`config.mk`:
```
export PLATFORM = sky130hd
export DESIGN_NAME = relay_bank_pulse_controller_core_flat
export DESIGN_NICKNAME = d
export VERILOG_FILES = /design/src/design/rbpc_pkg.sv /design/src/design/rbpc_channels.sv /design/src/design/rbpc_relay_lane.sv /design/src/design/rbpc_save_timer.sv /design/src/design/relay_bank_pulse_controller_core.sv /design/src/flat_wrapper.sv
export SDC_FILE = /design/constraint.sdc
export NUM_CORES = 1
export LEC_CHECK = 0
export BUFFER_PORTS_ARGS = -buffer_cell sky130_fd_sc_hd__clkbuf_2
export CAP_MARGIN = 25
export CORE_ASPECT_RATIO = 1.1
export CORE_MARGIN = 2
export CORE_UTILIZATION = 35
export DETAILED_ROUTE_END_ITERATION = 6
export PLACE_DENSITY_LB_ADDON = 0.1
export RECOVER_POWER = 25
export SYNTH_ARGS = -nofsm -noshare
export SYNTH_HDL_FRONTEND = slang
export SYNTH_SLANG_ARGS = --single-unit
```
`constraint.sdc`:
```
create_clock -name clk -period 4.8 [get_ports clk]
set_input_delay 0.48 -clock clk [delete_from_list [all_inputs] [get_ports clk]]
set_output_delay 0.48 -clock clk [all_outputs]
set_load 0.1 [all_outputs]
```
`src/design/rbpc_pkg.sv`:
```
// ----------------------------------------------------------------------------
// Relay bank pulse controller package
// Shared widths, action and register codes, reset values and the control
// and status structs that pass between the relay lanes, the save timer and
// the top level.
// ----------------------------------------------------------------------------
package rbpc_pkg;

    localparam int ACTION_W    = 2;
    localparam int INDEX_W     = 2;
    localparam int ACTIVE_W    = 3;
    localparam int ELAPSED_W   = 15;
    localparam int SINCE_W     = 16;
    localparam int MASK_W      = 4;
    localparam int CFG_INDEX_W = 2;
    localparam int CFG_DATA_W  = 16;

    typedef logic [ACTION_W-1:0]    action_t;
    typedef logic [CFG_INDEX_W-1:0] cfg_index_t;

    // Input item actions.
    localparam action_t ACT_TICK   = 2'd0;
    localparam action_t ACT_TOGGLE = 2'd1;
    localparam action_t ACT_SET    = 2'd2;
    localparam action_t ACT_PULSE  = 2'd3;

    // Configuration register indexes.
    localparam cfg_index_t REG_ACTIVE_RELAYS  = 2'd0;
    localparam cfg_index_t REG_PULSE_DURATION = 2'd1;
    localparam cfg_index_t REG_SAVE_INTERVAL  = 2'd2;

    // Configuration reset values.
    localparam logic [ACTIVE_W-1:0]  ACTIVE_RELAYS_RST  = 3'd4;
    localparam logic [ELAPSED_W-1:0] PULSE_DURATION_RST = 15'd1000;
    localparam logic [SINCE_W-1:0]   SAVE_INTERVAL_RST  = 16'd1000;

    // Per-lane control for the item currently in the input register.
    typedef struct packed {
        logic                 step;
        logic                 tick;
        logic                 hit;
        action_t              action;
        logic                 set_value;
        logic                 active;
        logic [ELAPSED_W-1:0] pulse_duration;
    } lane_ctl_t;

    // Per-lane next state as seen after the current item.
    typedef struct packed {
        logic relay_on;
        logic running;
        logic pulse_end;
    } lane_stat_t;

    typedef struct packed {
        logic               step;
        logic               tick;
        logic               change;
        logic [SINCE_W-1:0] save_interval;
    } save_ctl_t;

    typedef struct packed {
        logic save_req;
        logic pending;
    } save_stat_t;

endpackage

```
`src/design/rbpc_channels.sv`:
```
// ----------------------------------------------------------------------------
// Relay bank pulse controller channels
// Valid/ready interfaces for the command input, the result output and the
// configuration write port.
// ----------------------------------------------------------------------------
interface rbpc_in_if import rbpc_pkg::*; ();
    logic                valid;
    logic                ready;
    action_t             action;
    logic [INDEX_W-1:0]  relay_index;
    logic                set_value;

    modport source (output valid, output action, output relay_index, output set_value,
                    input ready);
    modport sink   (input valid, input action, input relay_index, input set_value,
                    output ready);
endinterface

interface rbpc_out_if import rbpc_pkg::*; ();
    logic              valid;
    logic              ready;
    logic [MASK_W-1:0] relay_state_mask;
    logic [MASK_W-1:0] relay_drive_mask;
    logic [MASK_W-1:0] pulse_running_mask;
    logic              command_accepted;
    logic              save_request;

    modport source (output valid, output relay_state_mask, output relay_drive_mask,
                    output pulse_running_mask, output command_accepted,
                    output save_request, input ready);
    modport sink   (input valid, input relay_state_mask, input relay_drive_mask,
                    input pulse_running_mask, input command_accepted,
                    input save_request, output ready);
endinterface

interface rbpc_cfg_if import rbpc_pkg::*; ();
    logic                  valid;
    logic                  ready;
    cfg_index_t            reg_index;
    logic [CFG_DATA_W-1:0] wdata;

    modport source (output valid, output reg_index, output wdata, input ready);
    modport sink   (input valid, input reg_index, input wdata, output ready);
endinterface

```
`src/design/rbpc_relay_lane.sv`:
```
// ----------------------------------------------------------------------------
// Relay lane
// On/off state, pulse flag and saturating elapsed counter of one relay.
// ----------------------------------------------------------------------------
module rbpc_relay_lane import rbpc_pkg::*;
(
    input  logic       clk,
    input  logic       rst_n,
    input  lane_ctl_t  ctl,
    output lane_stat_t stat
);

    localparam logic [ELAPSED_W-1:0] ELAPSED_MAX = {ELAPSED_W{1'b1}};

    logic                 on_reg, on_next;
    logic                 running_reg, running_next;
    logic [ELAPSED_W-1:0] elapsed_reg, elapsed_next;
    logic                 pulse_end;

    always_comb
    begin
        on_next      = on_reg;
        running_next = running_reg;
        elapsed_next = elapsed_reg;
        pulse_end    = 1'b0;
        if (ctl.tick)
        begin
            if (running_reg)
            begin
                if (elapsed_reg != ELAPSED_MAX)
                begin
                    elapsed_next = elapsed_reg + ELAPSED_W'(1);
                end
                // A pulse on an inactive relay keeps counting but cannot end.
                if (ctl.active && (elapsed_next >= ctl.pulse_duration))
                begin
                    on_next      = 1'b0;
                    running_next = 1'b0;
                    pulse_end    = 1'b1;
                end
            end
        end
        else if (ctl.hit)
        begin
            unique case (ctl.action)
                ACT_TOGGLE:
                begin
                    on_next = !on_reg;
                end
                ACT_SET:
                begin
                    on_next = ctl.set_value;
                end
                ACT_PULSE:
                begin
                    on_next      = 1'b1;
                    running_next = 1'b1;
                    elapsed_next = '0;
                end
                default:
                begin
                    on_next = on_reg;
                end
            endcase
        end
    end

    always_ff @(posedge clk or negedge rst_n)
    begin
        if (!rst_n)
        begin
            on_reg      <= 1'b0;
            running_reg <= 1'b0;
            elapsed_reg <= '0;
        end
        else if (ctl.step)
        begin
            on_reg      <= on_next;
            running_reg <= running_next;
            elapsed_reg <= elapsed_next;
        end
    end

    assign stat.relay_on  = on_next;
    assign stat.running   = running_next;
    assign stat.pulse_end = pulse_end;

endmodule

```
`src/design/rbpc_save_timer.sv`:
```
// ----------------------------------------------------------------------------
// Save timer
// Tracks unsaved state and the time since the last save request.
// ----------------------------------------------------------------------------
module rbpc_save_timer import rbpc_pkg::*;
(
    input  logic       clk,
    input  logic       rst_n,
    input  save_ctl_t  ctl,
    output save_stat_t stat
);

    localparam logic [SINCE_W-1:0] SINCE_MAX = {SINCE_W{1'b1}};

    logic               pending_reg, pending_next;
    logic [SINCE_W-1:0] since_reg, since_next;
    logic               save_req;

    always_comb
    begin
        pending_next = pending_reg | ctl.change;
        since_next   = since_reg;
        save_req     = 1'b0;
        if (ctl.tick)
        begin
            if (since_reg != SINCE_MAX)
            begin
                since_next = since_reg + SINCE_W'(1);
            end
            if (pending_next && (since_next >= ctl.save_interval))
            begin
                save_req     = 1'b1;
                pending_next = 1'b0;
                since_next   = '0;
            end
        end
    end

    always_ff @(posedge clk or negedge rst_n)
    begin
        if (!rst_n)
        begin
            pending_reg <= 1'b0;
            since_reg   <= '0;
        end
        else if (ctl.step)
        begin
            pending_reg <= pending_next;
            since_reg   <= since_next;
        end
    end

    assign stat.save_req = save_req;
    assign stat.pending  = pending_reg;

endmodule

```
`src/design/relay_bank_pulse_controller_core.sv`:
```
// Both stages advance together: a beat moves from the input to the result register.
// Throughput: one beat per cycle unless the output stalls. The input register
// feeds the result register through a single pass of lane and save-timer logic.
// Reset (rst_n low, asynchronous): all relays off, no pulses running, counters at
// zero, nothing pending, both stages empty, registers at 4 / 1000 / 1000.
// ----------------------------------------------------------------------------
// Relay bank pulse controller core
// A bank of relays driven by tick, toggle, set and pulse commands, with timed
// pulses and a rate-limited save request. One result beat per input beat.
// ----------------------------------------------------------------------------
module relay_bank_pulse_controller_core import rbpc_pkg::*;
#(
    parameter int RELAY_COUNT_MAX = 4
)
(
    input  logic       clk,
    input  logic       rst_n,
    rbpc_in_if.sink    in_ch,
    rbpc_out_if.source out_ch,
    rbpc_cfg_if.sink   cfg_ch
);

    // ------------------------------------------------------------------------
    // Configuration registers. The user must write them only while the block is
    // idle; the block does not enforce it. Lanes read them directly, no shadow copy.
    // ------------------------------------------------------------------------
    logic [ACTIVE_W-1:0]  active_relays_reg;
    logic [ELAPSED_W-1:0] pulse_duration_reg;
    logic [SINCE_W-1:0]   save_interval_reg;

    assign cfg_ch.ready = 1'b1;

    always_ff @(posedge clk or negedge rst_n)
    begin
        if (!rst_n)
        begin
            active_relays_reg  <= ACTIVE_RELAYS_RST;
            pulse_duration_reg <= PULSE_DURATION_RST;
            save_interval_reg  <= SAVE_INTERVAL_RST;
        end
        else if (cfg_ch.valid)
        begin
            // A write to an index beyond the register list is accepted and dropped.
            unique case (cfg_ch.reg_index)
                REG_ACTIVE_RELAYS:  active_relays_reg  <= cfg_ch.wdata[ACTIVE_W-1:0];
                REG_PULSE_DURATION: pulse_duration_reg <= cfg_ch.wdata[ELAPSED_W-1:0];
                REG_SAVE_INTERVAL:  save_interval_reg  <= cfg_ch.wdata[SINCE_W-1:0];
                default:            active_relays_reg  <= active_relays_reg;
            endcase
        end
    end

    // ------------------------------------------------------------------------
    // Input register. It refills in the same cycle that its beat moves on to
    // the result register, so a full result register that is being drained
    // does not stall the input side.
    // ------------------------------------------------------------------------
    logic               in_valid_reg;
    action_t            action_reg;
    logic [INDEX_W-1:0] relay_index_reg;
    logic               set_value_reg;
    logic               out_valid_reg;
    logic               stage_adv;

    assign stage_adv   = in_valid_reg && (!out_valid_reg || out_ch.ready);
    assign in_ch.ready = !in_valid_reg || stage_adv;

    always_ff @(posedge clk or negedge rst_n)
    begin
        if (!rst_n)
        begin
            in_valid_reg <= 1'b0;
        end
        else if (in_ch.ready)
        begin
            in_valid_reg <= in_ch.valid;
        end
    end

    always_ff @(posedge clk)
    begin
        if (in_ch.valid && in_ch.ready)
        begin
            action_reg      <= in_ch.action;
            relay_index_reg <= in_ch.relay_index;
            set_value_reg   <= in_ch.set_value;
        end
    end

    // ------------------------------------------------------------------------
    // Relay lanes. Each lane holds its own state and computes what that state
    // becomes after the beat in the input register; state commits on stage_adv.
    // A command hits a lane only if the index matches and the relay is active,
    // which also covers an active count of zero or above the bank size.
    // ------------------------------------------------------------------------
    logic                       is_tick;
    logic [RELAY_COUNT_MAX-1:0] hit_vec;
    logic [RELAY_COUNT_MAX-1:0] active_vec;
    logic [RELAY_COUNT_MAX-1:0] on_next_vec;
    logic [RELAY_COUNT_MAX-1:0] run_next_vec;
    logic [RELAY_COUNT_MAX-1:0] end_vec;
    lane_ctl_t                  lane_ctl  [RELAY_COUNT_MAX];
    lane_stat_t                 lane_stat [RELAY_COUNT_MAX];

    assign is_tick = (action_reg == ACT_TICK);

    for (genvar i = 0; i < RELAY_COUNT_MAX; i++)
    begin : g_lane
        assign active_vec[i] = (32'(active_relays_reg) > i);
        assign hit_vec[i]    = !is_tick && active_vec[i] && (32'(relay_index_reg) == i);

        assign lane_ctl[i].step           = stage_adv;
        assign lane_ctl[i].tick           = is_tick;
        assign lane_ctl[i].hit            = hit_vec[i];
        assign lane_ctl[i].action         = action_reg;
        assign lane_ctl[i].set_value      = set_value_reg;
        assign lane_ctl[i].active         = active_vec[i];
        assign lane_ctl[i].pulse_duration = pulse_duration_reg;

        rbpc_relay_lane u_lane
        (
            .clk  (clk),
            .rst_n(rst_n),
            .ctl  (lane_ctl[i]),
            .stat (lane_stat[i])
        );

        assign on_next_vec[i]  = lane_stat[i].relay_on;
        assign run_next_vec[i] = lane_stat[i].running;
        assign end_vec[i]      = lane_stat[i].pulse_end;
    end

    // ------------------------------------------------------------------------
    // Save timer. Any accepted command or any pulse that ends on this tick
    // marks the state unsaved.
    // ------------------------------------------------------------------------
    logic       accepted_next;
    save_ctl_t  save_ctl;
    save_stat_t save_stat;

    assign accepted_next          = |hit_vec;
    assign save_ctl.step          = stage_adv;
    assign save_ctl.tick          = is_tick;
    assign save_ctl.change        = accepted_next | (|end_vec);
    assign save_ctl.save_interval = save_interval_reg;

    rbpc_save_timer u_save
    (
        .clk  (clk),
        .rst_n(rst_n),
        .ctl  (save_ctl),
        .stat (save_stat)
    );

    // ------------------------------------------------------------------------
    // Result masks cover the first four relays; bits past the bank size read 0.
    // ------------------------------------------------------------------------
    logic [MASK_W-1:0] state_mask_next;
    logic [MASK_W-1:0] drive_mask_next;
    logic [MASK_W-1:0] run_mask_next;

    for (genvar b = 0; b < MASK_W; b++)
    begin : g_mask
        if (b < RELAY_COUNT_MAX)
        begin : g_used
            assign state_mask_next[b] = on_next_vec[b];
            assign drive_mask_next[b] = on_next_vec[b] & active_vec[b];
            assign run_mask_next[b]   = run_next_vec[b];
        end
        else
        begin : g_unused
            assign state_mask_next[b] = 1'b0;
            assign drive_mask_next[b] = 1'b0;
            assign run_mask_next[b]   = 1'b0;
        end
    end

    // ------------------------------------------------------------------------
    // Result register.
    // ------------------------------------------------------------------------
    logic [MASK_W-1:0] state_mask_reg;
    logic [MASK_W-1:0] drive_mask_reg;
    logic [MASK_W-1:0] run_mask_reg;
    logic              accepted_reg;
    logic              save_req_reg;

    always_ff @(posedge clk or negedge rst_n)
    begin
        if (!rst_n)
        begin
            out_valid_reg <= 1'b0;
        end
        else if (stage_adv)
        begin
            out_valid_reg <= 1'b1;
        end
        else if (out_ch.ready)
        begin
            out_valid_reg <= 1'b0;
        end
    end

    always_ff @(posedge clk)
    begin
        if (stage_adv)
        begin
            state_mask_reg <= state_mask_next;
            drive_mask_reg <= drive_mask_next;
            run_mask_reg   <= run_mask_next;
            accepted_reg   <= accepted_next;
            save_req_reg   <= save_stat.save_req;
        end
    end

    assign out_ch.valid              = out_valid_reg;
    assign out_ch.relay_state_mask   = state_mask_reg;
    assign out_ch.relay_drive_mask   = drive_mask_reg;
    assign out_ch.pulse_running_mask = run_mask_reg;
    assign out_ch.command_accepted   = accepted_reg;
    assign out_ch.save_request       = save_req_reg;

    // ------------------------------------------------------------------------
    // Assertions.
    // ------------------------------------------------------------------------
`ifndef SYNTHESIS
    // Save requests only come from ticks, and ticks are never accepted commands.
    a_save_not_on_command: assert property (@(posedge clk) disable iff (!rst_n)
        out_ch.valid |-> !(out_ch.save_request && out_ch.command_accepted))
        else $error("save request reported together with an accepted command");

    // A relay is only driven if its stored state is on.
    a_drive_within_state: assert property (@(posedge clk) disable iff (!rst_n)
        out_ch.valid |-> ((out_ch.relay_drive_mask & ~out_ch.relay_state_mask) == '0))
        else $error("drive mask has a bit set that the state mask lacks");

    // An applied command always leaves the state marked unsaved.
    a_command_sets_pending: assert property (@(posedge clk) disable iff (!rst_n)
        (stage_adv && accepted_next) |=> save_stat.pending)
        else $error("accepted command did not mark the state unsaved");
`endif

endmodule
```
`src/flat_wrapper.sv`:
```
// flat-port wrapper written by rule: the top's interface ports become plain ports
module relay_bank_pulse_controller_core_flat import rbpc_pkg::*;
#(
    parameter int RELAY_COUNT_MAX = 4
)
  (clk, rst_n, in_ch_valid, in_ch_action, in_ch_relay_index, in_ch_set_value, in_ch_ready, out_ch_valid, out_ch_relay_state_mask, out_ch_relay_drive_mask, out_ch_pulse_running_mask, out_ch_command_accepted, out_ch_save_request, out_ch_ready, cfg_ch_valid, cfg_ch_reg_index, cfg_ch_wdata, cfg_ch_ready);
  rbpc_in_if in_ch_i ();
  rbpc_out_if out_ch_i ();
  rbpc_cfg_if cfg_ch_i ();
  input  logic clk;
  input  logic rst_n;
  input wire logic [$bits(in_ch_i.valid)-1:0] in_ch_valid;
  input wire logic [$bits(in_ch_i.action)-1:0] in_ch_action;
  input wire logic [$bits(in_ch_i.relay_index)-1:0] in_ch_relay_index;
  input wire logic [$bits(in_ch_i.set_value)-1:0] in_ch_set_value;
  output wire logic [$bits(in_ch_i.ready)-1:0] in_ch_ready;
  output wire logic [$bits(out_ch_i.valid)-1:0] out_ch_valid;
  output wire logic [$bits(out_ch_i.relay_state_mask)-1:0] out_ch_relay_state_mask;
  output wire logic [$bits(out_ch_i.relay_drive_mask)-1:0] out_ch_relay_drive_mask;
  output wire logic [$bits(out_ch_i.pulse_running_mask)-1:0] out_ch_pulse_running_mask;
  output wire logic [$bits(out_ch_i.command_accepted)-1:0] out_ch_command_accepted;
  output wire logic [$bits(out_ch_i.save_request)-1:0] out_ch_save_request;
  input wire logic [$bits(out_ch_i.ready)-1:0] out_ch_ready;
  input wire logic [$bits(cfg_ch_i.valid)-1:0] cfg_ch_valid;
  input wire logic [$bits(cfg_ch_i.reg_index)-1:0] cfg_ch_reg_index;
  input wire logic [$bits(cfg_ch_i.wdata)-1:0] cfg_ch_wdata;
  output wire logic [$bits(cfg_ch_i.ready)-1:0] cfg_ch_ready;
  assign in_ch_i.valid = in_ch_valid;
  assign in_ch_i.action = in_ch_action;
  assign in_ch_i.relay_index = in_ch_relay_index;
  assign in_ch_i.set_value = in_ch_set_value;
  assign in_ch_ready = in_ch_i.ready;
  assign out_ch_valid = out_ch_i.valid;
  assign out_ch_relay_state_mask = out_ch_i.relay_state_mask;
  assign out_ch_relay_drive_mask = out_ch_i.relay_drive_mask;
  assign out_ch_pulse_running_mask = out_ch_i.pulse_running_mask;
  assign out_ch_command_accepted = out_ch_i.command_accepted;
  assign out_ch_save_request = out_ch_i.save_request;
  assign out_ch_i.ready = out_ch_ready;
  assign cfg_ch_i.valid = cfg_ch_valid;
  assign cfg_ch_i.reg_index = cfg_ch_reg_index;
  assign cfg_ch_i.wdata = cfg_ch_wdata;
  assign cfg_ch_ready = cfg_ch_i.ready;
  relay_bank_pulse_controller_core #(.RELAY_COUNT_MAX(RELAY_COUNT_MAX)) u_core (.clk(clk), .rst_n(rst_n), .in_ch(in_ch_i), .out_ch(out_ch_i), .cfg_ch(cfg_ch_i));
endmodule
```
[After elaboration in Yosys (flattened, before gate mapping)]
Cells that the tools add are included.
Storage, ports and cells
  bits of input ports: 28
  bits in registers: 140
  logic and storage cells: 192
  output and inout bits: 17
Operators by class
  equality and inequality tests: 17
  bitwise gates (word level): 6
  $lt $le $gt $ge: 9
  reduce and logical (&&, ||, !) cells: 43
  multiplexer cells: 85
  add/sub/neg operators: 5
Operators with widths (count)
  $mux W15: 25
  $add A15 B1 Y15 const B: 4
  $ge A15 B15 Y1: 4
  $ne A15 B15 Y1 const B: 4
  $mux W1: 53
  $mux W16: 3
  $add A16 B1 Y16 const B: 1
  $ge A16 B16 Y1: 1
  $ne A16 B16 Y1 const B: 1
  $reduce_and A4 Y1: 4
  $logic_and A1 B1 Y1: 15
  $pmux W1 S3: 4
  $reduce_bool A2 Y1: 6
  $eq A2 B2 Y1 const B: 5
  $ne A2 B2 Y1 const B: 4
  $reduce_and A2 Y1: 4
  $reduce_or A4 Y1: 2
  $logic_not A1 Y1: 7
  $eq A2 B1 Y1 const B: 3
  $gt A3 B1 Y1 const B: 2
  $gt A3 B2 Y1 const B: 2
  $logic_not A2 Y1: 3
  $and A1 B1 Y1: 4
  $logic_or A1 B1 Y1: 2
  $or A1 B1 Y1: 2

[Depth between registers and ports, before layout]
Gate-level depths: netlist of run 1.
  word-level depth: 15
  mapped depth: 17
  gate-level depth less buffers: 15

[Cells and area by module]
Synthesis of run 1 repeated with hierarchy kept, for this count alone.
Unflattened totals
  cells, all modules: 1124
  area, all modules: 10714.0 um2
By module, submodules not included
  rbpc_relay_lane: times used 4, area an instance 1706.6 um2, seq. area each 425.4 um2, cells an instance 202
  relay_bank_pulse_controller_core: times used 1, area an instance 2208.4 um2, seq. area each 1487.7 um2, cells an instance 124
  rbpc_save_timer: times used 1, area an instance 1679.1 um2, seq. area each 425.4 um2, cells an instance 192

[Worst setup path before layout of run 1]
Ideal clock, no wire load.
  path type: reg-to-reg
  start point: register u_core.g_lane[1].u_lane.elapsed_reg[0]
  end point: register u_core.u_save.since_reg[6]
  path slack: 1.058 ns
  buffers on the path: 2
  stages on the path, launching flop included: 16
  library setup time: 0.119 ns
  data arrival time: 3.623 ns
  data required time: 4.681 ns
  period minus slack after synthesis: 3.742 ns
  cells stage by stage: dfrtp_1 > ha_1 > nand2_1 > nor3_1 > and4_1 > buf_2 > nor3_2 > nor3b_1 > xor2_1 > ha_1 > nand4_1 > or4b_2 > o211ai_1 > o41a_4 > buf_6 > nor2_2
Between the ends
  word-level cells in the longest chain between the ends: 14
  elaborated cells on any way between the ends: 15
  those cells by class: add/sub (1); order compare (1); eq/ne (1); mux (7); bitwise (2); reduce/logical (3)
Ends and longest elaborated chain
  start, declared: line rbpc_relay_lane.sv:17  | logic [ELAPSED_W-1:0] elapsed_reg, elapsed_next;
  start signal, assigned: line rbpc_relay_lane.sv:80  | elapsed_reg <= elapsed_next;
  $add A15 B1 Y15 / $ne A15 B15 Y1 (equally long branches): line rbpc_relay_lane.sv:32, rbpc_relay_lane.sv:30
  $mux W15 *: line rbpc_relay_lane.sv:30  | if (elapsed_reg != ELAPSED_MAX)
  $mux W15 *: line rbpc_relay_lane.sv:28  | if (running_reg)
  $mux W15 *: line rbpc_relay_lane.sv:26  | if (ctl.tick)
  $ge A15 B15 Y1 *: line rbpc_relay_lane.sv:35  | if (ctl.active && (elapsed_next >= ctl.pulse_duration))
  $logic_and A1 B1 Y1 *: line rbpc_relay_lane.sv:35
  $mux W1 *: line rbpc_relay_lane.sv:35
  $mux W1 *: line rbpc_relay_lane.sv:28
  $mux W1 *: line rbpc_relay_lane.sv:26
  $reduce_or A4 Y1 *: line relay_bank_pulse_controller_core.sv:144  | assign save_ctl.change = accepted_next | (|end_vec);
  $or A1 B1 Y1 *: line relay_bank_pulse_controller_core.sv:144
  $or A1 B1 Y1 *: line rbpc_save_timer.sv:21  | pending_next = pending_reg | ctl.change;
  $logic_and A1 B1 Y1 *: line rbpc_save_timer.sv:30  | if (pending_next && (since_next >= ctl.save_interval))
  $mux W16 *: line rbpc_save_timer.sv:30
  end signal, assigned: line rbpc_save_timer.sv:49  | since_reg <= since_next;
  end, declared: line rbpc_save_timer.sv:16  | logic [SINCE_W-1:0] since_reg, since_next;
Mark *: on every way between the ends. The rest lies on a longest branch, timed or not. The select of a mux whose other input is x is not followed.
A chain may end at the register's enable or synchronous reset.

[Final worst setup path of run 1]
  start point: register u_core.g_lane[1].u_lane.elapsed_reg[0]
  end point: register u_core.u_save.since_reg[1]
Same word-level chain as after synthesis.

==> results of run 1 <==
layout by cell type (no fill, tap or decap), types with 13 or more instances in the layout:
cell type,n
sky130_fd_sc_hd__a22o_1,16
sky130_fd_sc_hd__clkbuf_2,41
sky130_fd_sc_hd__xnor2_1,39
sky130_fd_sc_hd__edfxtp_1,19
sky130_fd_sc_hd__xor2_1,27
sky130_fd_sc_hd__mux2i_1,14
sky130_fd_sc_hd__mux2_2,47
sky130_fd_sc_hd__nand3_1,39
sky130_fd_sc_hd__nor2_1,81
sky130_fd_sc_hd__o21ai_0,58
sky130_fd_sc_hd__ha_1,85
sky130_fd_sc_hd__inv_1,52
sky130_fd_sc_hd__nand4_1,26
sky130_fd_sc_hd__and2_1,13
sky130_fd_sc_hd__dfstp_2,13
sky130_fd_sc_hd__a21oi_1,62
sky130_fd_sc_hd__nand2_1,119
sky130_fd_sc_hd__dfrtp_1,108
sky130_fd_sc_hd__clkbuf_16,18
cells by family (layout without fill, tap and decap cells):
| family | after synthesis | count (layout) | synth area share, % |
|---|---|---|---|
| XOR/XNOR | 66 | 66 | 6.18 |
| buffers and inverters | 88 | 134 | 3.73 |
| flip-flops | 140 | 140 | 38.6 |
| multiplexers | 61 | 61 | 7.15 |
| AND/OR/NAND/NOR | 362 | 362 | 18.9 |
| other | 1 | 1 | 0.0401 |
| adder cells (fa/ha/maj) | 86 | 86 | 11.5 |
| AO/OA/AOI/OAI | 205 | 205 | 13.9 |
worst paths after layout:
kind / end / depth (start not counted)
min in group asynchronous: u_core.g_lane[0].u_lane.elapsed_reg[10]$_DFFE_PN0P_ / 1
worst max register to register: u_core.u_save.since_reg[1]$_DFFE_PN0P_ / 13
worst min-delay path: u_core.action_reg[1]$_DFFE_PP_ / 1
max in group asynchronous: u_core.g_lane[3].u_lane.elapsed_reg[3]$_DFFE_PN0P_ / 1
worst min register to register: u_core.out_ch.valid$_DFFE_PN0P_ / 1
worst max-delay path: u_core.u_save.since_reg[1]$_DFFE_PN0P_ / 13
stage by stage:
| stage | std cells | power, uW | instance area [sq um] |
|---|---|---|---|
| 2_1_floorplan | 1009 | 2300 | 9360 |
| 3_3_place_gp | 1375 | 2610 | 9920 |
| 3_5_place_dp | 1375 | 2620 | 9920 |
| 4_1_cts | 1407 | 3980 | 10500 |
| 5_1_grt | 1407 | 4180 | 10500 |
| 6_report | 1407 | 3920 | 10500 |
critical path: stages, from the launching register on:
cell                       delay (ns)
sky130_fd_sc_hd__dfrtp_1         0.44
sky130_fd_sc_hd__ha_1            0.23
sky130_fd_sc_hd__nand2_1         0.12
sky130_fd_sc_hd__nor3_1          0.09
sky130_fd_sc_hd__and4_1          0.30
sky130_fd_sc_hd__nor3_2          0.34
sky130_fd_sc_hd__nor3b_1         0.41
sky130_fd_sc_hd__xor2_1          0.14
sky130_fd_sc_hd__ha_1            0.30
sky130_fd_sc_hd__nand4_1         0.11
sky130_fd_sc_hd__or4b_2          0.64
sky130_fd_sc_hd__o211ai_1        0.46
sky130_fd_sc_hd__o41a_4          0.40
sky130_fd_sc_hd__nor3_1          0.10
metal layers:
| metal | vias to the layer above | global-route usage [%] | part of all wire [%] |
|---|---|---|---|
| met3 | 25 | 2.86 | 2.5 |
| met1 | 3440 | 24.1 | 49 |
| met4 | 0 | 5.14 | 1.9 |
| met5 | - | 0 | 0 |
| li1 | 3654 | - | - |
| met2 | 100 | 28.8 | 47 |
layout make-up:
| cell class | count | share of cell area (%) |
|---|---|---|
| multi-input combinational | 781 | 51.4 |
| clock buffer | 19 | 4.33 |
| tap | 352 | 4.19 |
| clock inverter | 13 | 1.23 |
| timing repair buffer | 49 | 2.57 |
| inverter | 53 | 1.89 |
| sequential | 140 | 34.4 |
power by group through the flow:
stage          registers (uW)  logic, uW  clock network (uW)
3_3_place_gp             1570       1040                   0
6_report                 1550       1040                1340
2_1_floorplan            1640        669                   0
5_1_grt                  1580       1180                1420
3_5_place_dp             1570       1050                   0
4_1_cts                  1550       1060                1370
==> metrics.md, run 1 <==
| Metric | Value |
|---|---|
| Combined area of the multi-input logic cells | `5390 sq um` |
| Most area-consuming cells after synthesis | `sky130_fd_sc_hd__dfrtp_1 (29%), sky130_fd_sc_hd__ha_1 (11%), sky130_fd_sc_hd__edfxtp_1 (6.1%), sky130_fd_sc_hd__mux2_2 (5.7%), sky130_fd_sc_hd__nand2_1 (4.8%)` |
| Via count | `7219` |
| FF-to-FF Start | `u_core.g_lane[1].u_lane.elapsed_reg[0]$_DFFE_PN0P_` |
| Sum of negative setup slack | `0 ns` |
| Max Cap Viol | `1` |
| Worst min-delay path class | `input pin to flop` |
| Crit path from | `u_core.g_lane[1].u_lane.elapsed_reg[0]$_DFFE_PN0P_` |
| Worst Path Max Fanout | `16` |
| Proportion of power drawn by combinational gates | `26.4%` |
| Synthesized netlist net count | `1122` |
| Number of setup buffers added after CTS | `0` |
| Share of synthesized area occupied by flip-flops and latches | `38.6%` |
| Cell variety after synth | `68` |
| Share of the synthesized area in the top cell type | `28.9%` |
| Filler cells | `2683` |
| Async SR Flop Fraction | `86.4%` |
| Total number of H-tree levels | `4` |
| Post-place setup slack | `0.602 ns` |
| Largest buffer count on any clock path | `2` |
| Final setup violating endpoints | `0` |
| Post-route clock skew | `0.0140 ns` |
| Drt first-iter violations | `414` |
| Setup repair after global routing missed its margin | `no` |
| Number of flip-flops under the largest register name | `60` |
| Area growth, synth to finish | `12.2%` |
| Dominant cell by count in the synthesized netlist | `sky130_fd_sc_hd__nand2_1` |
| Slew at the pin closest to its max-slew limit | `3.29 ns` |
| Cell count after synthesis | `1009` |
| Clk pwr share | `34.1%` |
| GRT overflow | `0` |
| Normalized max-slew margin | `-119%` |
| Storage element area | `3610 sq um` |
| Arrival time reported for the critical path endpoint | `4.52 ns` |
| Count of boundary I/O pins | `45` |
| Internal cell power | `2530 uW` |
| Max IR drop VDD | `0.184 mV` |
| Post-Route Utilization | `40.1%` |
| Clock-pin slew on the worst setup and hold paths | `0.07 ns` |
| Type of element capturing the critical path | `flop` |
| Pin count of the biggest net entering global routing | `68` |
| Detailed Route WL | `23900 um` |
| Gp weighted congestion | `0.783` |
| Full die area | `28100 sq um` |
| Cell area after synthesis | `9360 sq um` |
| Final hold viol count | `0` |
| Post-layout nets | `1155` |
| Required time at the worst-slack endpoint | `5.10 ns` |
| Share of cells above drive strength 1 | `15.4%` |
| TritonCTS clock tree | `done` |
| Die Span Y | `175 um` |
| Number of search-and-repair iterations in the first detailed-routing pass | `6` |
| Clk sink count | `140` |
| Crit path setup slack, layout | `0.579 ns` |
| Number of gates resized after CTS | `0` |
| Hold slack final | `0.225 ns` |
| Total CTS buffers | `17` |
| Max Clk Rate | `237 MHz` |
| Quantity of hold-fixing buffers added after cts | `0` |
| Type of the setup path with the least slack | `flop to flop` |
| Detailed placer's ending HPWL | `17600 um` |
| Run status | `finished with violations` |
| Global-route wire length before repair | `38700 um` |
| EDFF count, synth | `19` |
| Total global-route track usage | `17.6%` |
| Number of antenna violations at the first check in global routing | `0` |
| R2R Setup Slk | `0.58 ns` |
| Cell at the root of the clock tree | `sky130_fd_sc_hd__clkbuf_16` |
| Via density per instance | `5.13` |
| Power share of the sequential group | `39.4%` |
| Total number of yosys warnings | `0` |
| Width of the chip | `160 um` |
| Antenna viol nets, final | `0` |
| Switching Power | `1390 uW` |
| Antenna cells | `0` |
| Final period demand of the worst path | `4.22 ns` |
| Vias in the first global route | `7020` |
| Mean instance size in the synthesized netlist | `9.27 sq um` |
| Avg WL per Cell | `17.0 um` |
| Post-synth top area cell | `sky130_fd_sc_hd__dfrtp_1` |
| DRC | `0` |
| Power density over the cells | `374 nW/um^2` |
| Top FF cell, synth | `sky130_fd_sc_hd__dfrtp_1` |
| Core outline area | `26200 sq um` |
| Post-synth top cells | `sky130_fd_sc_hd__nand2_1 (119), sky130_fd_sc_hd__dfrtp_1 (108), sky130_fd_sc_hd__ha_1 (85)` |
| Leakage | `0.00483 uW` |
| Cell Rows | `62` |
| Violated checks | `capacitance limit, slew limit` |
| Clk_lat worst skew | `0.43 ns` |
| Flops & latches, synth | `140` |
| Final max-slew violation count | `55` |
| Port buffer count | `43` |
| Type of origin of the critical path | `flop` |
| Worst Hold Launch | `in_ch_action[1]` |
| Switching Fraction | `35.4%` |
| Initial Utilization | `35.7%` |
| Ratio of final minimum period to clock period | `87.9%` |
Note: power is estimated with default switching activity, not from simulation.
==> inputs of run 2 (changes only) <==
==> constraint.sdc (replaced) <==
create_clock -name clk -period 4.8 [get_ports clk]
set_input_delay 0.72 -clock clk [delete_from_list [all_inputs] [get_ports clk]]
set_output_delay 0.72 -clock clk [all_outputs]
set_load 0.1 [all_outputs]
==> metrics.md, run 2 (synthesis gave the netlist of run 1 again) <==
| Metric | Value |
|---|---|
| Run status | `finished with violations` |
| Violated checks | `capacitance limit, slew limit` |
| Normalized max-slew margin | `-13.6% (+110 points)` |
| Clock-pin slew on the worst setup and hold paths | `0.07 ns (about the same)` |
| Sum of negative setup slack | `0 ns (unchanged)` |
| Required time at the worst-slack endpoint | `5.15 ns (+0.05 ns)` |
| Total number of H-tree levels | `4 (unchanged)` |
| Worst min-delay path class | `input pin to flop` |
| Drt first-iter violations | `433 (+4.6%)` |
| Gp weighted congestion | `0.790 (+0.88%)` |
| Count of boundary I/O pins | `45 (unchanged)` |
| Clk sink count | `140 (unchanged)` |
| Arrival time reported for the critical path endpoint | `4.42 ns (-0.10 ns)` |
| Leakage | `0.00487 uW (+0.81%)` |
| Core outline area | `26200 sq um (unchanged)` |
| Cell at the root of the clock tree | `sky130_fd_sc_hd__clkbuf_16` |
| Cell Rows | `62 (unchanged)` |
| Vias in the first global route | `7079 (+0.84%)` |
| Proportion of power drawn by combinational gates | `25.9% (-0.5 points)` |
| Via count | `7329 (+1.5%)` |
| Final hold viol count | `0 (unchanged)` |
| Setup repair after global routing missed its margin | `no` |
| Power share of the sequential group | `38.4% (-1.0 points)` |
| Full die area | `28100 sq um (unchanged)` |
| Switching Power | `1390 uW (about the same)` |
| Via density per instance | `5.20 (+1.4%)` |
| Worst path top cell family by delay | `simple AND/OR/NAND/NOR gates` |
| Number of search-and-repair iterations in the first detailed-routing pass | `5 (-1)` |
| Number of gates resized after CTS | `0 (unchanged)` |
| Type of the setup path with the least slack | `flop to flop` |
| Top library cells by usage in the layout, fill and taps aside | `sky130_fd_sc_hd__nand2_1 (119), sky130_fd_sc_hd__dfrtp_1 (108), sky130_fd_sc_hd__ha_1 (85), sky130_fd_sc_hd__nor2_1 (81), sky130_fd_sc_hd__a21oi_1 (62)` |
| Internal cell power | `2640 uW (+4.2%)` |
| Pin count of the biggest net entering global routing | `71 (+4.4%)` |
| Post-layout power | `4030 uW (+2.7%)` |
| Number of flip-flops under the largest register name | `60 (unchanged)` |
| Most frequent standard cell in the layout excluding fill and tap cells | `sky130_fd_sc_hd__nand2_1` |
| Slew at the pin closest to its max-slew limit | `1.70 ns (-1.59 ns)` |
| Final setup violating endpoints | `0 (unchanged)` |
| TritonCTS clock tree | `done` |
| Area growth, synth to finish | `13.1%` |
| Initial Utilization | `35.7% (unchanged)` |
| Die Span Y | `175 um (unchanged)` |
| Detailed Route WL | `24000 um (+0.72%)` |
| Final period demand of the worst path | `4.08 ns (-0.146 ns)` |
| Detailed placer's ending HPWL | `17600 um (-0.11%)` |
| Final max-slew violation count | `25 (-55%)` |
| Type of element capturing the critical path | `flop` |
| Standard cell with the maximum stage delay on the critical path | `sky130_fd_sc_hd__or4_1` |
| DRC | `0 (unchanged)` |
| Sequence of cells on the critical path | `and4_1 -> nand4_1 -> or4_1 -> and2_1 -> nand3_1 -> xnor2_1 -> ha_1 -> o21a_1 -> a21oi_1 -> o31ai_1 -> a31oi_1 -> o22ai_2 -> o41a_4 -> nor3_1` |
| GRT overflow | `0 (unchanged)` |
| Total global-route track usage | `17.7% (+0.081 points)` |
| Port buffer count | `43 (unchanged)` |
| Max Clk Rate | `245 MHz (+3.6%)` |
| Global-route wire length before repair | `38800 um (+0.11%)` |
| Max Cap Viol | `1 (unchanged)` |
| Total CTS buffers | `17 (unchanged)` |
| Type of origin of the critical path | `flop` |
| Avg WL per Cell | `17.1 um (+0.58%)` |
| Largest buffer count on any clock path | `2 (unchanged)` |
| Post-layout nets | `1157 (+0.17%)` |
| Number of antenna violations at the first check in global routing | `0 (unchanged)` |
| Width of the chip | `160 um (unchanged)` |
| Power density over the cells | `381 nW/um^2 (+1.9%)` |
| Critical path buffers and inverters | `0 (unchanged)` |
| Quantity of hold-fixing buffers added after cts | `0 (unchanged)` |
| Antenna cells | `0 (unchanged)` |
| Post-route clock skew | `0.0132 ns (-0.000836 ns)` |
| Antenna viol nets, final | `0 (unchanged)` |
| Maximum cell stage delay along the critical path | `0.65 ns (about the same)` |
| Switching Fraction | `34.5% (-0.96 points)` |
| Clk pwr share | `35.7% (+1.6 points)` |
| Ratio of final minimum period to clock period | `84.9% (-3.0 points)` |
| Worst Path Max Fanout | `16 (unchanged)` |
| Max IR drop VDD | `0.194 mV (+5.5%)` |
| Number of setup buffers added after CTS | `0 (unchanged)` |
| Share of cells above drive strength 1 | `15.5% (+0.16 points)` |
| Clk_lat worst skew | `0.43 ns (about the same)` |
## run 2: per-layer routing
| layer | global-route usage [%] | share of wire [%] | vias up |
|---|---|---|---|
| li1 | - | - | 3661 |
| met1 | 23.8 | 48 | 3547 |
| met2 | 29.2 | 48 | 94 |
| met3 | 2.83 | 2.1 | 27 |
| met4 | 5.67 | 1.9 | 0 |
| met5 | 0 | 0 | - |
## run 2: final timing paths
path                                                               startpoint                                                   to  slack (ns)  depth (start not counted)
max                        u_core.g_lane[2].u_lane.elapsed_reg[3]$_DFFE_PN0P_               u_core.u_save.since_reg[1]$_DFFE_PN0P_        0.72                         14
min                                                           in_ch_action[1]                       u_core.action_reg[1]$_DFFE_PP_        0.46                          1
max reg2reg                u_core.g_lane[2].u_lane.elapsed_reg[3]$_DFFE_PN0P_               u_core.u_save.since_reg[1]$_DFFE_PN0P_        0.72                         14
min reg2reg                         u_core.pulse_duration_reg[14]$_DFFE_PN0P_            u_core.pulse_duration_reg[14]$_DFFE_PN0P_        0.50                          1
max in group asynchronous                                               rst_n             u_core.pulse_duration_reg[9]$_DFFE_PN1P_        2.99                          2
min in group asynchronous                                               rst_n  u_core.g_lane[0].u_lane.elapsed_reg[11]$_DFFE_PN0P_        0.72                          1
## run 2: cell type report
type                       count  area (sq um)
clock buffer                  19           454
clock inverter                13           176
fill                        2681         15600
inverter                      53           199
multi-input combinational    781          5390
sequential                   140          3610
tap                          352           440
timing repair buffer          51           307
## run 2: power groups by stage
stage / Clock [uW] / Combinational [uW] / Sequential [uW]
after global placement: 0 / 1040 / 1560
after floorplan: 0 / 669 / 1640
after detailed placement: 0 / 1050 / 1570
after CTS: 1480 / 1060 / 1550
final: 1440 / 1040 / 1550
after global routing: 1530 / 1180 / 1580
## run 2: per-stage QoR
stage | instances | setup WS [ns] | utilization (%) | hold slack, ns | cell area, sq um
floorplan | 1009 | 1.06 | - | 0.424 | 9360
global placement | 1376 | 0.782 | 37.9 | 0.487 | 9930
detailed placement | 1376 | 0.724 | 37.9 | 0.486 | 9930
CTS | 1408 | 0.689 | 40.3 | 0.441 | 10600
global route | 1409 | 0.345 | 40.4 | 0.442 | 10600
finish | 1409 | 0.725 | 40.4 | 0.460 | 10600
==> inputs of run 3 (changes only) <==
Settings changed: ABC_AREA set to 1.
Clock period 4.8 ns to 3.5 ns, I/O delays scaled along.
==> metrics.md, run 3 <==
| Metric | Value |
|---|---|
| Worst Hold Launch | `in_ch_action[0]` |
| Hold depth | `1 (unchanged)` |
| Run status | `finished with violations` |
| Number of flip-flops under the largest register name | `60 (unchanged)` |
| Leakage | `0.00558 uW (+15%)` |
| Peak-usage layer in the global routing report | `met2` |
| Cell Rows | `63 (+1.6%)` |
| Mean instance size in the synthesized netlist | `7.61 sq um (-18%)` |
| Async SR Flop Fraction | `86.4% (unchanged)` |
| Flops & latches, synth | `140 (unchanged)` |
| Arrival time reported for the critical path endpoint | `3.78 ns (-0.64 ns)` |
| Slew at the pin closest to its max-slew limit | `1.69 ns (-0.0147 ns)` |
| Dominant cell by count in the synthesized netlist | `sky130_fd_sc_hd__nand2_1` |
| Largest buffer count on any clock path | `2 (unchanged)` |
| Gp weighted congestion | `0.846 (+7.1%)` |
| Final max-slew violation count | `58 (+130%)` |
| Worst Path Max Fanout | `8 (-8)` |
| Total global-route track usage | `18.4% (+0.72 points)` |
| Detailed Route WL | `25300 um (+5.1%)` |
| Count of boundary I/O pins | `45 (unchanged)` |
| Share of synthesized cell area in and, or, nand and nor gates | `25.8% (+6.9 points)` |
| Cell area after synthesis | `9450 sq um (+1.0%)` |
| Required time at the worst-slack endpoint | `3.86 ns (-1.29 ns)` |
| Die Span Y | `176 um (+0.49%)` |
| Drt first-iter violations | `421 (-2.8%)` |
| Critical register-to-register path endpoint | `u_core.u_save.since_reg[1]$_DFFE_PN0P_` |
| Number of search-and-repair iterations in the first detailed-routing pass | `5 (unchanged)` |
| Cell variety after synth | `51 (-25%)` |
| Final hold viol count | `0 (unchanged)` |
| Depth of the worst register-to-register path | `25 (+11)` |
| Max Cap Viol | `1 (unchanged)` |
| Met3 track utilization from global routing | `2.70% (-0.13 points)` |
| Met1 usage in global routing | `24.9% (+1.0 points)` |
| Post-layout nets | `1434 (+24%)` |
| Number of antenna violations at the first check in global routing | `0 (unchanged)` |
| DRC | `0 (unchanged)` |
| TritonCTS clock tree | `done` |
| Placed cells | `1645 (+20%)` |
| Clk_lat worst skew | `0.43 ns (about the same)` |
| Proportion of synthesized area in mux cells | `0% (-7.2 points)` |
| Antenna viol nets, final | `0 (unchanged)` |
| Most used cell along the critical path | `sky130_fd_sc_hd__nand2_1` |
| End point of the most critical hold path | `u_core.action_reg[0]$_DFFE_PP_` |
| Normalized max-slew margin | `-12.7% (+0.98 points)` |
| Ratio of final minimum period to clock period | `97.7% (+13 points)` |
| Total CTS buffers | `17 (unchanged)` |
| Maximum cell stage delay along the critical path | `0.41 ns (-0.24 ns)` |
| Antenna cells | `0 (unchanged)` |
| Crit path setup slack, layout | `0.0792 ns (-0.646 ns)` |
| Power density over the cells | `696 nW/um^2 (+83%)` |
| Area growth, synth to finish | `18.6%` |
| Total number of H-tree levels | `4 (unchanged)` |
| Core outline area | `26700 sq um (+1.9%)` |
| Post-Synth XOR/XNOR Area | `4.08% (-2.1 points)` |
| Max Clk Rate | `292 MHz (+19%)` |
| Cell at the root of the clock tree | `sky130_fd_sc_hd__clkbuf_16` |
| Worst min-delay path class | `input pin to flop` |
| Most area-consuming cells after synthesis | `sky130_fd_sc_hd__dfrtp_1 (29%), sky130_fd_sc_hd__nand2_1 (13%), sky130_fd_sc_hd__ha_1 (11%), sky130_fd_sc_hd__inv_1 (7.5%), sky130_fd_sc_hd__edfxtp_1 (6.0%)` |
| Detailed placer's ending HPWL | `18700 um (+6.5%)` |
| Total number of yosys warnings | `0 (unchanged)` |
| Share of synthesized area occupied by flip-flops and latches | `38.2% (-0.39 points)` |
| Final period demand of the worst path | `3.42 ns (-0.654 ns)` |
| Width of the chip | `161 um (+0.49%)` |
| Final setup violating endpoints | `0 (unchanged)` |
| Type of the setup path with the least slack | `flop to flop` |
| Share of the synthesized area in the top cell type | `28.6% (-0.29 points)` |
| Sum of negative setup slack | `0 ns (unchanged)` |
| Vias in the first global route | `7992 (+13%)` |
| Crit path from | `u_core.g_lane[1].u_lane.elapsed_reg[0]$_DFFE_PN0P_` |
| Share of cells above drive strength 1 | `16.1% (+0.60 points)` |
| Clock-pin slew on the worst setup and hold paths | `0.07 ns (about the same)` |
| Top library cells by usage in the layout, fill and taps aside | `sky130_fd_sc_hd__nand2_1 (307), sky130_fd_sc_hd__inv_1 (186), sky130_fd_sc_hd__dfrtp_1 (108), sky130_fd_sc_hd__o21ai_0 (84)` |
| Hold slack final | `0.266 ns (-0.194 ns)` |
| Via density per instance | `4.79 (-7.9%)` |
| Violated checks | `capacitance limit, slew limit` |
| FF-to-FF Start | `u_core.g_lane[1].u_lane.elapsed_reg[0]$_DFFE_PN0P_` |
| Most frequent standard cell in the layout excluding fill and tap cells | `sky130_fd_sc_hd__nand2_1` |
| Global-route wire length before repair | `41200 um (+6.3%)` |
| Initial Utilization | `35.4% (-0.31 points)` |
| Via count | `8101 (+11%)` |
| EDFF count, synth | `19 (unchanged)` |
| Quantity of hold-fixing buffers added after cts | `0 (unchanged)` |
| Post-synth top area cell | `sky130_fd_sc_hd__dfrtp_1` |
| GRT met2 Usage | `31.0% (+1.8 points)` |
| Cell count after synthesis | `1242 (+23%)` |
| Post-synthesis compound-gate area fraction | `11.5% (-2.4 points)` |
| Setup repair after global routing missed its margin | `yes` |
| Synthesized netlist net count | `1355 (+21%)` |
| GRT overflow | `0 (unchanged)` |
| R2R Setup Slk | `0.08 ns (-0.65 ns)` |
| Standard cell with the maximum stage delay on the critical path | `sky130_fd_sc_hd__dfrtp_1` |
| Post-place setup slack | `-0.177 ns (-0.901 ns)` |
| Max IR drop VDD | `0.262 mV (+35%)` |
| Pin count of the biggest net entering global routing | `60 (-15%)` |
| Full die area | `28300 sq um (+0.99%)` |
| Final non-filler cell total | `1691 (+20%)` |
| Avg WL per Cell | `14.9 um (-12%)` |
| Combinational family with the most area after synthesis | `simple AND/OR/NAND/NOR gates` |
| Post-layout power | `7800 uW (+94%)` |
| Top FF cell, synth | `sky130_fd_sc_hd__dfrtp_1` |
| Port buffer count | `43 (unchanged)` |
| Share of synthesized cell area in full adder, half adder and majority cells | `11.3% (-0.22 points)` |
| Clk sink count | `140 (unchanged)` |
| Type of origin of the critical path | `flop` |
| Post-synth top cells | `sky130_fd_sc_hd__nand2_1 (322), sky130_fd_sc_hd__inv_1 (189), sky130_fd_sc_hd__dfrtp_1 (108)` |
| Post-route clock skew | `0.0130 ns (-0.000233 ns)` |
| Type of element capturing the critical path | `flop` |
## run 3: cell types whose count changed in the layout (fill, tap and decap cells not counted), sizes merged, moves of 18 or more
cell | before | now
nand2 | 119 | 326
inv | 59 | 209
mux2 | 47 | 0
o21ai | 60 | 95
xnor2 | 39 | 7
buf | 8 | 34
o22ai | 2 | 23
nand3 | 39 | 57
## run 3: how the worst max path moves through the flow
| stage | to | slack, ns | cells after the start |
|---|---|---|---|
| global placement | u_core.u_save.since_reg[13]$_DFFE_PN0P_ | -0.13 | 25 |
| CTS | u_core.u_save.since_reg[0]$_DFFE_PN0P_ | 0.02 | 26 |
| detailed placement | u_core.u_save.since_reg[0]$_DFFE_PN0P_ | -0.18 | 25 |
| global route | u_core.u_save.since_reg[5]$_DFFE_PN0P_ | -0.19 | 25 |
| finish | u_core.u_save.since_reg[1]$_DFFE_PN0P_ | 0.08 | 25 |
| floorplan | u_core.out_ch.save_request$_SDFFCE_PN0P_ | 0.39 | 24 |
## run 3: worst max-delay path, delay by kind of cell (launching register included)
kind	cells	cell delay, ns
AOI/OAI and AO/OA	1	0.11
xor gates and xnor gates	1	0.20
adders and majority gates	2	0.49
buffers and inverters	3	0.30
DFF	1	0.41
and+or+nand+nor	18	1.84
## run 3: cells by family after synthesis
logic type	after synthesis
DFF	140
AOI/OAI and AO/OA	196
buffers and inverters	220
and+or+nand+nor	556
adders and majority gates	85
xor gates and xnor gates	44
other	1
## run 3: area by class of cell
class	instances	area, sq um
Fill cell	2803	15500
Inverter	200	753
Sequential cell	140	3610
Clock buffer	17	425
Timing Repair Buffer	80	538
Multi-Input combinational cell	882	5230
Tap cell	357	447
Clock inverter	15	199
## run 3: what timing repair did
item                       CTS  global route
buffers inserted             1            10
gates cloned                 0             1
setup endpoints to repair   22            35
gates resized for setup      3            61
pin swaps                    1            30
## run 3: report_power, final
part	switching (uW)	internal (uW)	leakage [uW]
combinational	2130	1200	0.00358
sequential	379	2120	0.00170
clock	826	1150	0.000305
total	3330	4470	0.00558
## run 3: stage by stage
step | instance area (sq um) | utilization, %
5_1_grt | 11200 | 41.9
4_1_cts | 10900 | 40.7
3_3_place_gp | 10200 | 38.2
6_report | 11200 | 41.9
2_1_floorplan | 9450 | -
3_5_place_dp | 10200 | 38.2
## run 3: layer usage
layer | share of wire (%) | routed length, um | vias up
met5 | 0 | 0 | -
met4 | 1.6 | 396 | 0
met3 | 2.2 | 557 | 21
met2 | 48 | 12200 | 92
met1 | 48 | 12100 | 3811
li1 | - | - | 4177
